File: config.mk
export PLATFORM = sky130hd
export DESIGN_NAME = bht_front
export DESIGN_NICKNAME = d
export VERILOG_FILES = /design/src/rtl/core/bht_pkg.sv /design/src/rtl/core/bht_front.sv
export SDC_FILE = /design/constraint.sdc
export NUM_CORES = 1
export LEC_CHECK = 0
export BUFFER_PORTS_ARGS = -buffer_cell sky130_fd_sc_hd__buf_2
export CAP_MARGIN = 20
export CORE_UTILIZATION = 25
export DETAILED_ROUTE_END_ITERATION = 12
export GPL_ROUTABILITY_DRIVEN = 1
export PLACE_DENSITY = 0.44
export RECOVER_POWER = 50
export REMOVE_ABC_BUFFERS = 1
export SLEW_MARGIN = 25
export SYNTH_ARGS = -nofsm -noshare
export SYNTH_HDL_FRONTEND = slang
export SYNTH_SLANG_ARGS = --single-unit
File: constraint.sdc
create_clock -name clk -period 3.8 [get_ports clk]
set_clock_uncertainty 0.15 [all_clocks]
set_input_delay 1.14 -clock clk [delete_from_list [all_inputs] [get_ports clk]]
set_output_delay 1.14 -clock clk [all_outputs]
set_load 0.01 [all_outputs]
File: src/rtl/core/bht_pkg.sv
`default_nettype none
// ----------------------------------------------------------------------------
// bht_pkg - types and constants of the bucket hash table
// Word types of both channels, status codes and default geometry.
// ----------------------------------------------------------------------------
package bht_pkg;

    localparam int HOME_BUCKETS_DEF     = 16;
    localparam int SLOTS_PER_BUCKET_DEF = 4;
    localparam int OVERFLOW_BUCKETS_DEF = 4;

    localparam int KEY_W = 27;
    localparam int PAY_W = 32;

    localparam logic KIND_INSERT = 1'b0;
    localparam logic KIND_LOOKUP = 1'b1;

    typedef enum logic [2:0] {
        ST_HOME     = 3'd0,
        ST_OVERFLOW = 3'd1,
        ST_REJECTED = 3'd2,
        ST_FOUND    = 3'd3,
        ST_ABSENT   = 3'd4
    } status_t;

    typedef struct packed {
        logic             kind;
        logic [KEY_W-1:0] key;
        logic [PAY_W-1:0] payload;
    } in_word_t;

    typedef struct packed {
        logic [2:0]       status;
        logic [4:0]       bucket;
        logic [PAY_W-1:0] found_payload;
        logic [4:0]       overflow_count;
    } out_word_t;

endpackage

`default_nettype wire

File: src/rtl/core/bht_front.sv
`default_nettype none
// ----------------------------------------------------------------------------
// bht_front - input stage and command queue
// Accepts input words, works out the home bucket and queues the command.
// ----------------------------------------------------------------------------
module bht_front
    import bht_pkg::*;
#(
    parameter int HOME_BUCKETS = HOME_BUCKETS_DEF,
    parameter int BW           = 5
)
(
    input  wire logic          clk,
    input  wire logic          rst_n,
    input  wire in_word_t      in_word,
    input  wire logic          in_valid,
    output logic               in_stall,
    output logic               cmd_valid,
    output in_word_t           cmd_word,
    output logic [BW-1:0]      cmd_home,
    input  wire logic          cmd_take
);

    // key / HOME_BUCKETS by reciprocal multiply; the quotient is low by at most one
    localparam int HL  = $clog2(HOME_BUCKETS);
    localparam int SH  = KEY_W + HL;
    localparam int PRW = SH + KEY_W;
    localparam logic [KEY_W:0]   RECIP = (KEY_W+1)'((64'd1 << SH) / 64'(HOME_BUCKETS));
    localparam logic [KEY_W-1:0] NHB   = KEY_W'(HOME_BUCKETS);

    // two-entry queue
    in_word_t      q_word_reg [2];
    logic [BW-1:0] q_home_reg [2];
    logic          rd_ptr_reg, wr_ptr_reg;
    logic [1:0]    cnt_reg;
    logic [BW-1:0] home;
    logic          push, pop;

    // hash stage
    in_word_t         h_word_reg;
    logic [KEY_W-1:0] h_q_reg;
    logic             h_valid_reg;
    logic             accept;
    logic [PRW-1:0]   prod;
    logic [KEY_W-1:0] qm, r0, r;

    assign prod = PRW'(in_word.key) * PRW'(RECIP);

    always_comb
    begin
        qm   = KEY_W'(h_q_reg * NHB);
        r0   = h_word_reg.key - qm;
        r    = (r0 >= NHB) ? r0 - NHB : r0;
        home = BW'(r);
    end

    assign in_stall  = h_valid_reg && (cnt_reg == 2'd2);
    assign accept    = in_valid && !in_stall;
    assign push      = h_valid_reg && (cnt_reg != 2'd2);
    assign pop       = cmd_take && (cnt_reg != 2'd0);
    assign cmd_valid = (cnt_reg != 2'd0);
    assign cmd_word  = q_word_reg[rd_ptr_reg];
    assign cmd_home  = q_home_reg[rd_ptr_reg];

    always_ff @(posedge clk)
    begin
        if (accept)
        begin
            h_word_reg <= in_word;
            h_q_reg    <= prod[SH +: KEY_W];
        end
        if (push)
        begin
            q_word_reg[wr_ptr_reg] <= h_word_reg;
            q_home_reg[wr_ptr_reg] <= home;
        end
    end

    always_ff @(posedge clk or negedge rst_n)
    begin
        if (!rst_n)
        begin
            rd_ptr_reg  <= 1'b0;
            wr_ptr_reg  <= 1'b0;
            cnt_reg     <= 2'd0;
            h_valid_reg <= 1'b0;
        end
        else
        begin
            if (accept)
                h_valid_reg <= 1'b1;
            else if (push)
                h_valid_reg <= 1'b0;
            if (push)
                wr_ptr_reg <= !wr_ptr_reg;
            if (pop)
                rd_ptr_reg <= !rd_ptr_reg;
            cnt_reg <= cnt_reg + 2'(push) - 2'(pop);
        end
    end

endmodule

`default_nettype wire

Word-level counts from Yosys, hierarchy flattened
Memories as Yosys holds them, arrays and structs flattened.
Index checks and enable logic that the tools add are counted.
- output and inout bits: 67
- RAM bits: 130
- logic and storage cells: 31
- input bits: 64
- memories: 2
- bits in registers: 88
- eq/ne operators: 2
- mux-type cells: 5
- add/sub/neg operators: 4
- reduce and logical (&&, ||, !) cells: 9
- order comparisons: 1
- memory list (memory ; depth ; width ; rd ports ; clocked after memory_dff ; wr ports ; line ; text):
    q_word_reg ; 2 ; 60 ; 1 ; 0 ; 1 ; bht_front.sv:32 ; in_word_t q_word_reg [2];
    q_home_reg ; 2 ; 5 ; 1 ; 0 ; 1 ; bht_front.sv:33 ; logic [BW-1:0] q_home_reg [2];
- operators with widths (cell ; count):
    27-bit by 5-bit greater-or-equal comparator with 1-bit output (second input constant) ; 1
    27-bit subtractor ; 1
    5-bit two-way mux ; 1
    5-bit subtractor (second input constant) ; 1
    1-bit logical AND ; 4
    1-bit two-way mux ; 4
    2-bit nonzero test ; 2
    1-bit logical NOT ; 3
    2-bit by 1-bit adder with 2-bit output ; 1
    2-bit equality test (second input constant) ; 1
    2-bit != test (second input constant) ; 1
    2-bit by 1-bit subtractor with 2-bit output ; 1

Depth between registers and ports, before layout
Gate-level depths: netlist of run 1.
- word-level depth: 5
- depth in mapped cells: 5
- mapped depth without buffers: 5

Worst setup path before layout of run 1
OpenSTA, ideal clock, no wires.
- kind: flip-flop to flip-flop
- start point: register cnt_reg[0]
- end point: memory q_home_reg[0][0], enable pin
- required time: 3.172 ns
- buffers on the path: 0
- stages on the path, launching flop included: 4
- setup slack: 0.034 ns
- library setup time: 0.478 ns
- data arrival time: 3.138 ns
- clock period less this slack: 3.766 ns
- cell sequence: dfrtp_1 -> nand2b_1 -> nand2_1 -> nor2_1
- longest elaborated chain between the ends: 4
- RTL lines (element ; line ; text):
    start: declaration ; bht_front.sv:35 ; logic [1:0] cnt_reg;
    start signal: assignment ; bht_front.sv:98 ; cnt_reg <= cnt_reg + 2'(push) - 2'(pop);
    2-bit != test ; bht_front.sv:59 ; assign push = h_valid_reg && (cnt_reg != 2'd2);
    1-bit logical AND ; bht_front.sv:59 ;
    1-bit two-way mux ; bht_front.sv:72 ; if (push)
    1-bit two-way mux (not written as such) ; bht_front.sv:75 ; q_home_reg[wr_ptr_reg] <= home;
    end: declaration ; bht_front.sv:33 ;
No other way between the ends.

==> results of run 1 <==
-- through the flow --
step	utilization	hold WS (ns)	instance area, um^2	total power [uW]	instances
after global routing	0.319	0.302	8050	6730	762
after CTS	0.319	0.294	8060	6520	762
after global placement	0.296	0.272	7470	4670	730
after floorplan	-	0.271	6350	3990	268
final	0.319	0.292	8050	6370	762
after detailed placement	0.296	0.281	7470	4700	730
-- routing by layer --
metal  vias up  wire, um
met3        13       569
met2        84      5730
met5         -         8
met4         2       150
li1       1377         -
met1      1479      5320
-- worst register-to-register path, delay by kind of cell, from the launching register on --
family	cells	cell delay, ns
DFF	1	0.45
and+or+nand+nor	3	0.39
buffers and inverters	1	1.50
-- synth_stat cells (all sizes together) --
library cell  instances
edfxtp              180
mux2                 61
buf                  12
dfrtp                 5
nor2                  4
xnor2                 3
nand2                 2
nand2b                2
a21bo                 1
a32oi                 1
and2                  1
and3                  1
conb                  1
ha                    1
inv                   1
nand3                 1
nand3b                1
o21ai                 1
or2                   1
-- worst max path at each step --
stage / startpoint / to / slack (ns) / depth (start not counted)
2_1_floorplan: cnt_reg[0] / q_home_reg[0][0] / 0.03 / 3
3_3_place_gp: rd_ptr_reg / cmd_word[40] / 0.97 / 3
3_5_place_dp: rd_ptr_reg / cmd_word[40] / 0.96 / 3
4_1_cts: rd_ptr_reg / cmd_word[40] / 0.50 / 3
5_1_grt: rd_ptr_reg / cmd_word[40] / 0.45 / 3
6_report: rd_ptr_reg / cmd_word[40] / 0.55 / 3
-- logic make-up after synthesis --
group,count (synthesis),share of synthesized area
other,1,0.000582
XOR/XNOR,3,0.00408
multiplexers,61,0.107
buffers and inverters,13,0.0142
adder cells (fa/ha/maj),1,0.00194
AND/OR/NAND/NOR,13,0.0103
flip-flops,185,0.859
AO/OA/AOI/OAI,3,0.00369
-- area by class of cell --
cell class / instances / area share
repair buffers: 132 / 0.0826
flip-flops and latches: 185 / 0.688
clock inverters: 14 / 0.0210
inverters: 1 / 0.000466
clock buffers: 18 / 0.0533
well taps: 330 / 0.0513
multi-input cells: 82 / 0.104
-- power by group through the flow --
stage | sequential, uW | combinational, uW | clock [uW]
floorplan | 3110 | 876 | 0
global placement | 3090 | 1580 | 0
detailed placement | 3110 | 1590 | 0
CTS | 3070 | 1600 | 1860
global route | 3130 | 1670 | 1930
finish | 3070 | 1520 | 1790
==> qor.txt, run 1 <==
FLOORPLANNING
---------------------------------------------------------------------------------
CORE AREA                                                             25,300 um^2
Die Width                                                                  163 um
I/O Pins                                                                      131
Starting Density                                                            0.255
Die height                                                                 163 um
Row count                                                                      58
Total Die Area                                                        26,400 um^2

CELLS AND AREA
---------------------------------------------------------------------------------
Max FFs per register                                                          112
Number of inserted diodes                                                       0
Sequential cell area                                                    5530 um^2
Relative area change from synthesis to final layout                         24.9%
Most common cell after layout, fill and taps aside                       edfxtp_1
Number of fill cells                                                        2,488
Most frequent cells in the layout                                    edfxtp_1, buf_2, mux2_2, clkbuf_16, clkbuf_1
Fraction of layout instances using a drive strength above 1                 0.505
Area of the multi-input gates                                            835 um^2
NumNets Final                                                                 484

POWER AND IR DROP
---------------------------------------------------------------------------------
Register share of total power                                               0.481
Fraction of power spent switching nets                                      0.281
Internal portion of total power                                           4580 uW
Clock power frac                                                            0.280
Static power due to leakage                                            0.00285 uW
Psw                                                                       1790 uW
Ratio of total power to cell area                                     792 nW/um^2
Share of power burned in combinational logic                                0.238
Peak supply drop                                                         0.444 mV

TIMING
---------------------------------------------------------------------------------
Slew headroom                                                              -0.415
Setup violation total in the final timing report                                0
Period minus WS final                                                     3.25 ns
Top achievable clock speed                                                308 MHz
Period utilisation layout                                                   0.855
RSZ-0062 raised after global routing                                        false
Post-layout worst setup margin                                           0.553 ns
Final-report hold violation count                                               0
Max-slew violation count                                                       62
Actual slew at the worst max-slew pin                                     2.12 ns
TNS Setup                                                                    0 ns

YOSYS
---------------------------------------------------------------------------------
Avg Inst Size Synth                                                     23.0 um^2
Synthesis warning total                                                         0
Post-Syn Instances                                                            280
Top-area cell type share of the netlist area                                0.839
Area of the mapped netlist                                              6440 um^2
Cell types occupying the most area after synthesis                   edfxtp_1, mux2_2, dfrtp_1, buf_4, xnor2_1
Top cell type by total area after synthesis                              edfxtp_1
Number of library cell types mapped by synthesis                               20
Number of synthesized register bits                                           185
Register area share after synthesis                                         0.859

CLOCKING
---------------------------------------------------------------------------------
Buffers inserted during post-CTS setup optimization                             0
Clock Sink Count                                                              185
Num CTS Buffers                                                                17
Clock tree from TritonCTS                                                     yes
CTS max path bufs                                                               2
Clk pin slew, worst setup/hold paths                                      0.07 ns
PostCTS Resize Cnt                                                              0
Count of hold buffers inserted by post-cts repair                               0
Count of H-tree levels built during CTS                                         4
Clock root cell                                                         clkbuf_16
Clock network latency to the later pin of the worst-skew pair             0.41 ns

CRITICAL PATH
---------------------------------------------------------------------------------
Type of destination of the critical path                              output port
Kind of cell adding the most delay to the critical path                flip-flops
Critical path data arrival time                                           1.96 ns
Cell breakdown of the critical path                                  buf_12, mux2_2, buf_2
Origin of the critical flop-to-flop path                               cnt_reg[0]
CP peak stage delay                                                       0.64 ns
Worst setup path class                                               flop to output port
Slowest stage cell, crit path                                             dfrtp_4
Kind of start point of the critical path                                     flop
Number of buffers and inverters on the critical path                            2
Required time of the critical path                                        2.51 ns
R2R Path End                                                         q_word_reg[0][0]
Maximum fanout count along the critical path                                   40
Slack of the worst reg-to-reg path                                        0.84 ns
Count of cells along the worst register-to-register path                        4

ROUTE
---------------------------------------------------------------------------------
Final routed DRC violation total                                                0
Number of vias per cell                                                      3.88
Detailed-route via count                                                    2,955
Total detailed-routing wirelength                                       11,800 um
Number of optimization iterations in the first detailed-route pass              4
Number of nets still failing antenna checks after routing                       0
Wire length per cell                                                      15.5 um
Number of DRC markers in iteration 0                                          123

GLOBAL ROUTE
---------------------------------------------------------------------------------
Met2 demand-to-capacity share in global routing                             0.151
Global-route wire length before repair                                  18,000 um
Met3 track demand over resource in global routing                          0.0290
Global-route usage over all layers                                         0.0935
Total congestion overflow after global routing                                  0
Via count of the first global-routing pass                                  3,284
Met1 Resource Use GR                                                        0.116
Initial antenna violation count                                                 1
Maximum number of pins on one net before global-route repair                   61
Most Used Layer, Global Route                                                met2

PLACED DESIGN
---------------------------------------------------------------------------------
Port Buffer Count                                                             129
Half-perimeter wire length of the detailed placement result               7020 um
Pre-CTS WS                                                               0.965 ns
Final weighted congestion in routability-driven placement                   0.627

OUTCOME
---------------------------------------------------------------------------------
Outcome                                                              finished, violations left
Violations in the final reports                                      max-capacitance violations, max-slew violations

HOLD PATH
---------------------------------------------------------------------------------
Sink of the worst hold path                                          q_word_reg[1][27]
Hold Path Depth                                                                 0
Hold path start                                                      h_word_reg[27]
Min-Delay Path Class                                                 flop to flop

JOB
---------------------------------------------------------------------------------
Reported max-cap violation count                                                2

Power figures use the tool's default switching activity.
==> run 2, diff against run 1 <==
--- a/config.mk
+++ b/config.mk
@@ -7,6 +7,7 @@
 export LEC_CHECK = 0
 export BUFFER_PORTS_ARGS = -buffer_cell sky130_fd_sc_hd__buf_2
 export CAP_MARGIN = 20
+export CORE_ASPECT_RATIO = 0.75
 export CORE_UTILIZATION = 25
 export DETAILED_ROUTE_END_ITERATION = 12
 export GPL_ROUTABILITY_DRIVEN = 1
@@ -17,3 +18,4 @@
 export SYNTH_ARGS = -nofsm -noshare
 export SYNTH_HDL_FRONTEND = slang
 export SYNTH_SLANG_ARGS = --single-unit
+export TNS_END_PERCENT = 5
==> qor.txt, run 2 (same netlist as run 1, synthesis figures left out) <==
ROUTE
---------------------------------------------------------------------------------
Number of optimization iterations in the first detailed-route pass              4
Number of nets still failing antenna checks after routing                       0
Number of DRC markers in iteration 0                                          118
Number of vias per cell                                                      3.85
Total detailed-routing wirelength                                       11,900 um
Detailed-route via count                                                    2,967
Final routed DRC violation total                                                0
Wire length per cell                                                      15.5 um

CELLS AND AREA
---------------------------------------------------------------------------------
Fraction of layout instances using a drive strength above 1                 0.515
Max FFs per register                                                          112
Most frequent cells in the layout                                    edfxtp_1, buf_2, mux2_2, clkbuf_16, clkbuf_1
Number of inserted diodes                                                       0
Most common cell after layout, fill and taps aside                       edfxtp_1
NumNets Final                                                                 485
Number of fill cells                                                        2,455
Layout Cells excl Fill                                                        771
Relative area change from synthesis to final layout                         25.4%

CRITICAL PATH
---------------------------------------------------------------------------------
Kind of start point of the critical path                                     flop
Slowest stage cell, crit path                                             dfrtp_2
Required time of the critical path                                        2.51 ns
Origin of the critical flop-to-flop path                               cnt_reg[0]
Number of buffers and inverters on the critical path                            2
R2R Path End                                                         q_word_reg[1][48]
Type of destination of the critical path                              output port
Maximum fanout count along the critical path                                   24
CP peak stage delay                                                       0.82 ns
Kind of cell adding the most delay to the critical path                flip-flops
Count of cells along the worst register-to-register path                        2
Critical path data arrival time                                           2.04 ns
Cell breakdown of the critical path                                  buf_12, mux2_2, buf_2
Worst setup path class                                               flop to output port
Slack of the worst reg-to-reg path                                        1.35 ns

HOLD PATH
---------------------------------------------------------------------------------
Hold path start                                                      h_word_reg[36]
Sink of the worst hold path                                          q_word_reg[0][36]
Min-Delay Path Class                                                 flop to flop
Hold Path Depth                                                                 0

CLOCKING
---------------------------------------------------------------------------------
Clock network latency to the later pin of the worst-skew pair             0.43 ns
Num CTS Buffers                                                                17
Clock tree from TritonCTS                                                     yes
CTS max path bufs                                                               2
Clock root cell                                                         clkbuf_16
PostCTS Resize Cnt                                                              0
Count of hold buffers inserted by post-cts repair                               0
Clock Sink Count                                                              185
Count of H-tree levels built during CTS                                         4
Clk pin slew, worst setup/hold paths                                      0.07 ns
Buffers inserted during post-CTS setup optimization                             0

POWER AND IR DROP
---------------------------------------------------------------------------------
Ratio of total power to cell area                                     795 nW/um^2
Peak supply drop                                                         0.310 mV
Static power due to leakage                                            0.00288 uW
Total Power                                                               6420 uW

GLOBAL ROUTE
---------------------------------------------------------------------------------
Global-route usage over all layers                                         0.0961
Global-route wire length before repair                                  18,300 um
Total congestion overflow after global routing                                  0
Via count of the first global-routing pass                                  3,186
Initial antenna violation count                                                 1
Maximum number of pins on one net before global-route repair                   61

TIMING
---------------------------------------------------------------------------------
TNS Setup                                                                    0 ns
Period utilisation layout                                                   0.877
RSZ-0062 raised after global routing                                        false
Top achievable clock speed                                                300 MHz
Max-slew violation count                                                       61
Post-layout worst setup margin                                           0.466 ns
Actual slew at the worst max-slew pin                                     1.60 ns
Slew headroom                                                             -0.0688
Setup violation total in the final timing report                                0
Period minus WS final                                                     3.33 ns
Final-report hold violation count                                               0

JOB
---------------------------------------------------------------------------------
Reported max-cap violation count                                                1

PLACED DESIGN
---------------------------------------------------------------------------------
Port Buffer Count                                                             129
Pre-CTS WS                                                               0.881 ns
Final weighted congestion in routability-driven placement                   0.671
Half-perimeter wire length of the detailed placement result               7080 um
Post-Place Cells                                                              739

FLOORPLANNING
---------------------------------------------------------------------------------
Die height                                                                 141 um
I/O Pins                                                                      131
Row count                                                                      50
Starting Density                                                            0.256
Die Width                                                                  187 um
CORE AREA                                                             25,100 um^2
Total Die Area                                                        26,400 um^2

OUTCOME
---------------------------------------------------------------------------------
Outcome                                                              finished, violations left
Violations in the final reports                                      max-capacitance violations, max-slew violations

==> run 2: changes by cell type in the layout (fill, tap and decap cells not counted), sizes merged <==
cell,delta
buf,+4
inv,+1
clkbuf,-3
clkinvlp,-2
clkinv,+1
==> run 2: worst max path at each step <==
stage,end,slack [ns],startpoint,cells past startpoint
2_1_floorplan,q_home_reg[0][0],0.03,cnt_reg[0],3
3_3_place_gp,cmd_word[6],0.89,rd_ptr_reg,3
3_5_place_dp,cmd_word[6],0.88,rd_ptr_reg,3
4_1_cts,cmd_word[6],0.39,rd_ptr_reg,3
5_1_grt,cmd_word[4],0.34,rd_ptr_reg,3
6_report,cmd_word[6],0.47,rd_ptr_reg,3
==> run 2: layer usage <==
metal  GRT usage  vias up  wire (um)
met2       0.144       94       5400
met1       0.120     1476       5500
met3      0.0433       16        828
met5           0        -         17
met4      0.0414        2        183
li1            -     1379          -
==> run 2: power breakdown <==
part | internal, uW | switching (uW) | total, uW
Combinational | 687 | 862 | 1550
Sequential | 2870 | 198 | 3070
Clock | 1040 | 763 | 1800
==> run 2: through the flow <==
stage               cell area (um^2)  hold slack (ns)  utilization
global route                    8080            0.293        0.321
finish                          8080            0.291        0.321
CTS                             8090            0.287        0.322
detailed placement              7490            0.279        0.298
global placement                7490            0.272        0.298
floorplan                       6350            0.271            -
==> run 2: cell type report <==
| type | instances | area [um^2] | share of cell area |
|---|---|---|---|
| multi-input cells | 82 | 831 | 0.103 |
| well taps | 338 | 423 | 0.0523 |
| clock buffers | 18 | 429 | 0.0531 |
| repair buffers | 133 | 693 | 0.0858 |
| clock inverters | 14 | 169 | 0.0209 |
| inverters | 1 | 3.75 | 0.000465 |
| flip-flops and latches | 185 | 5530 | 0.685 |
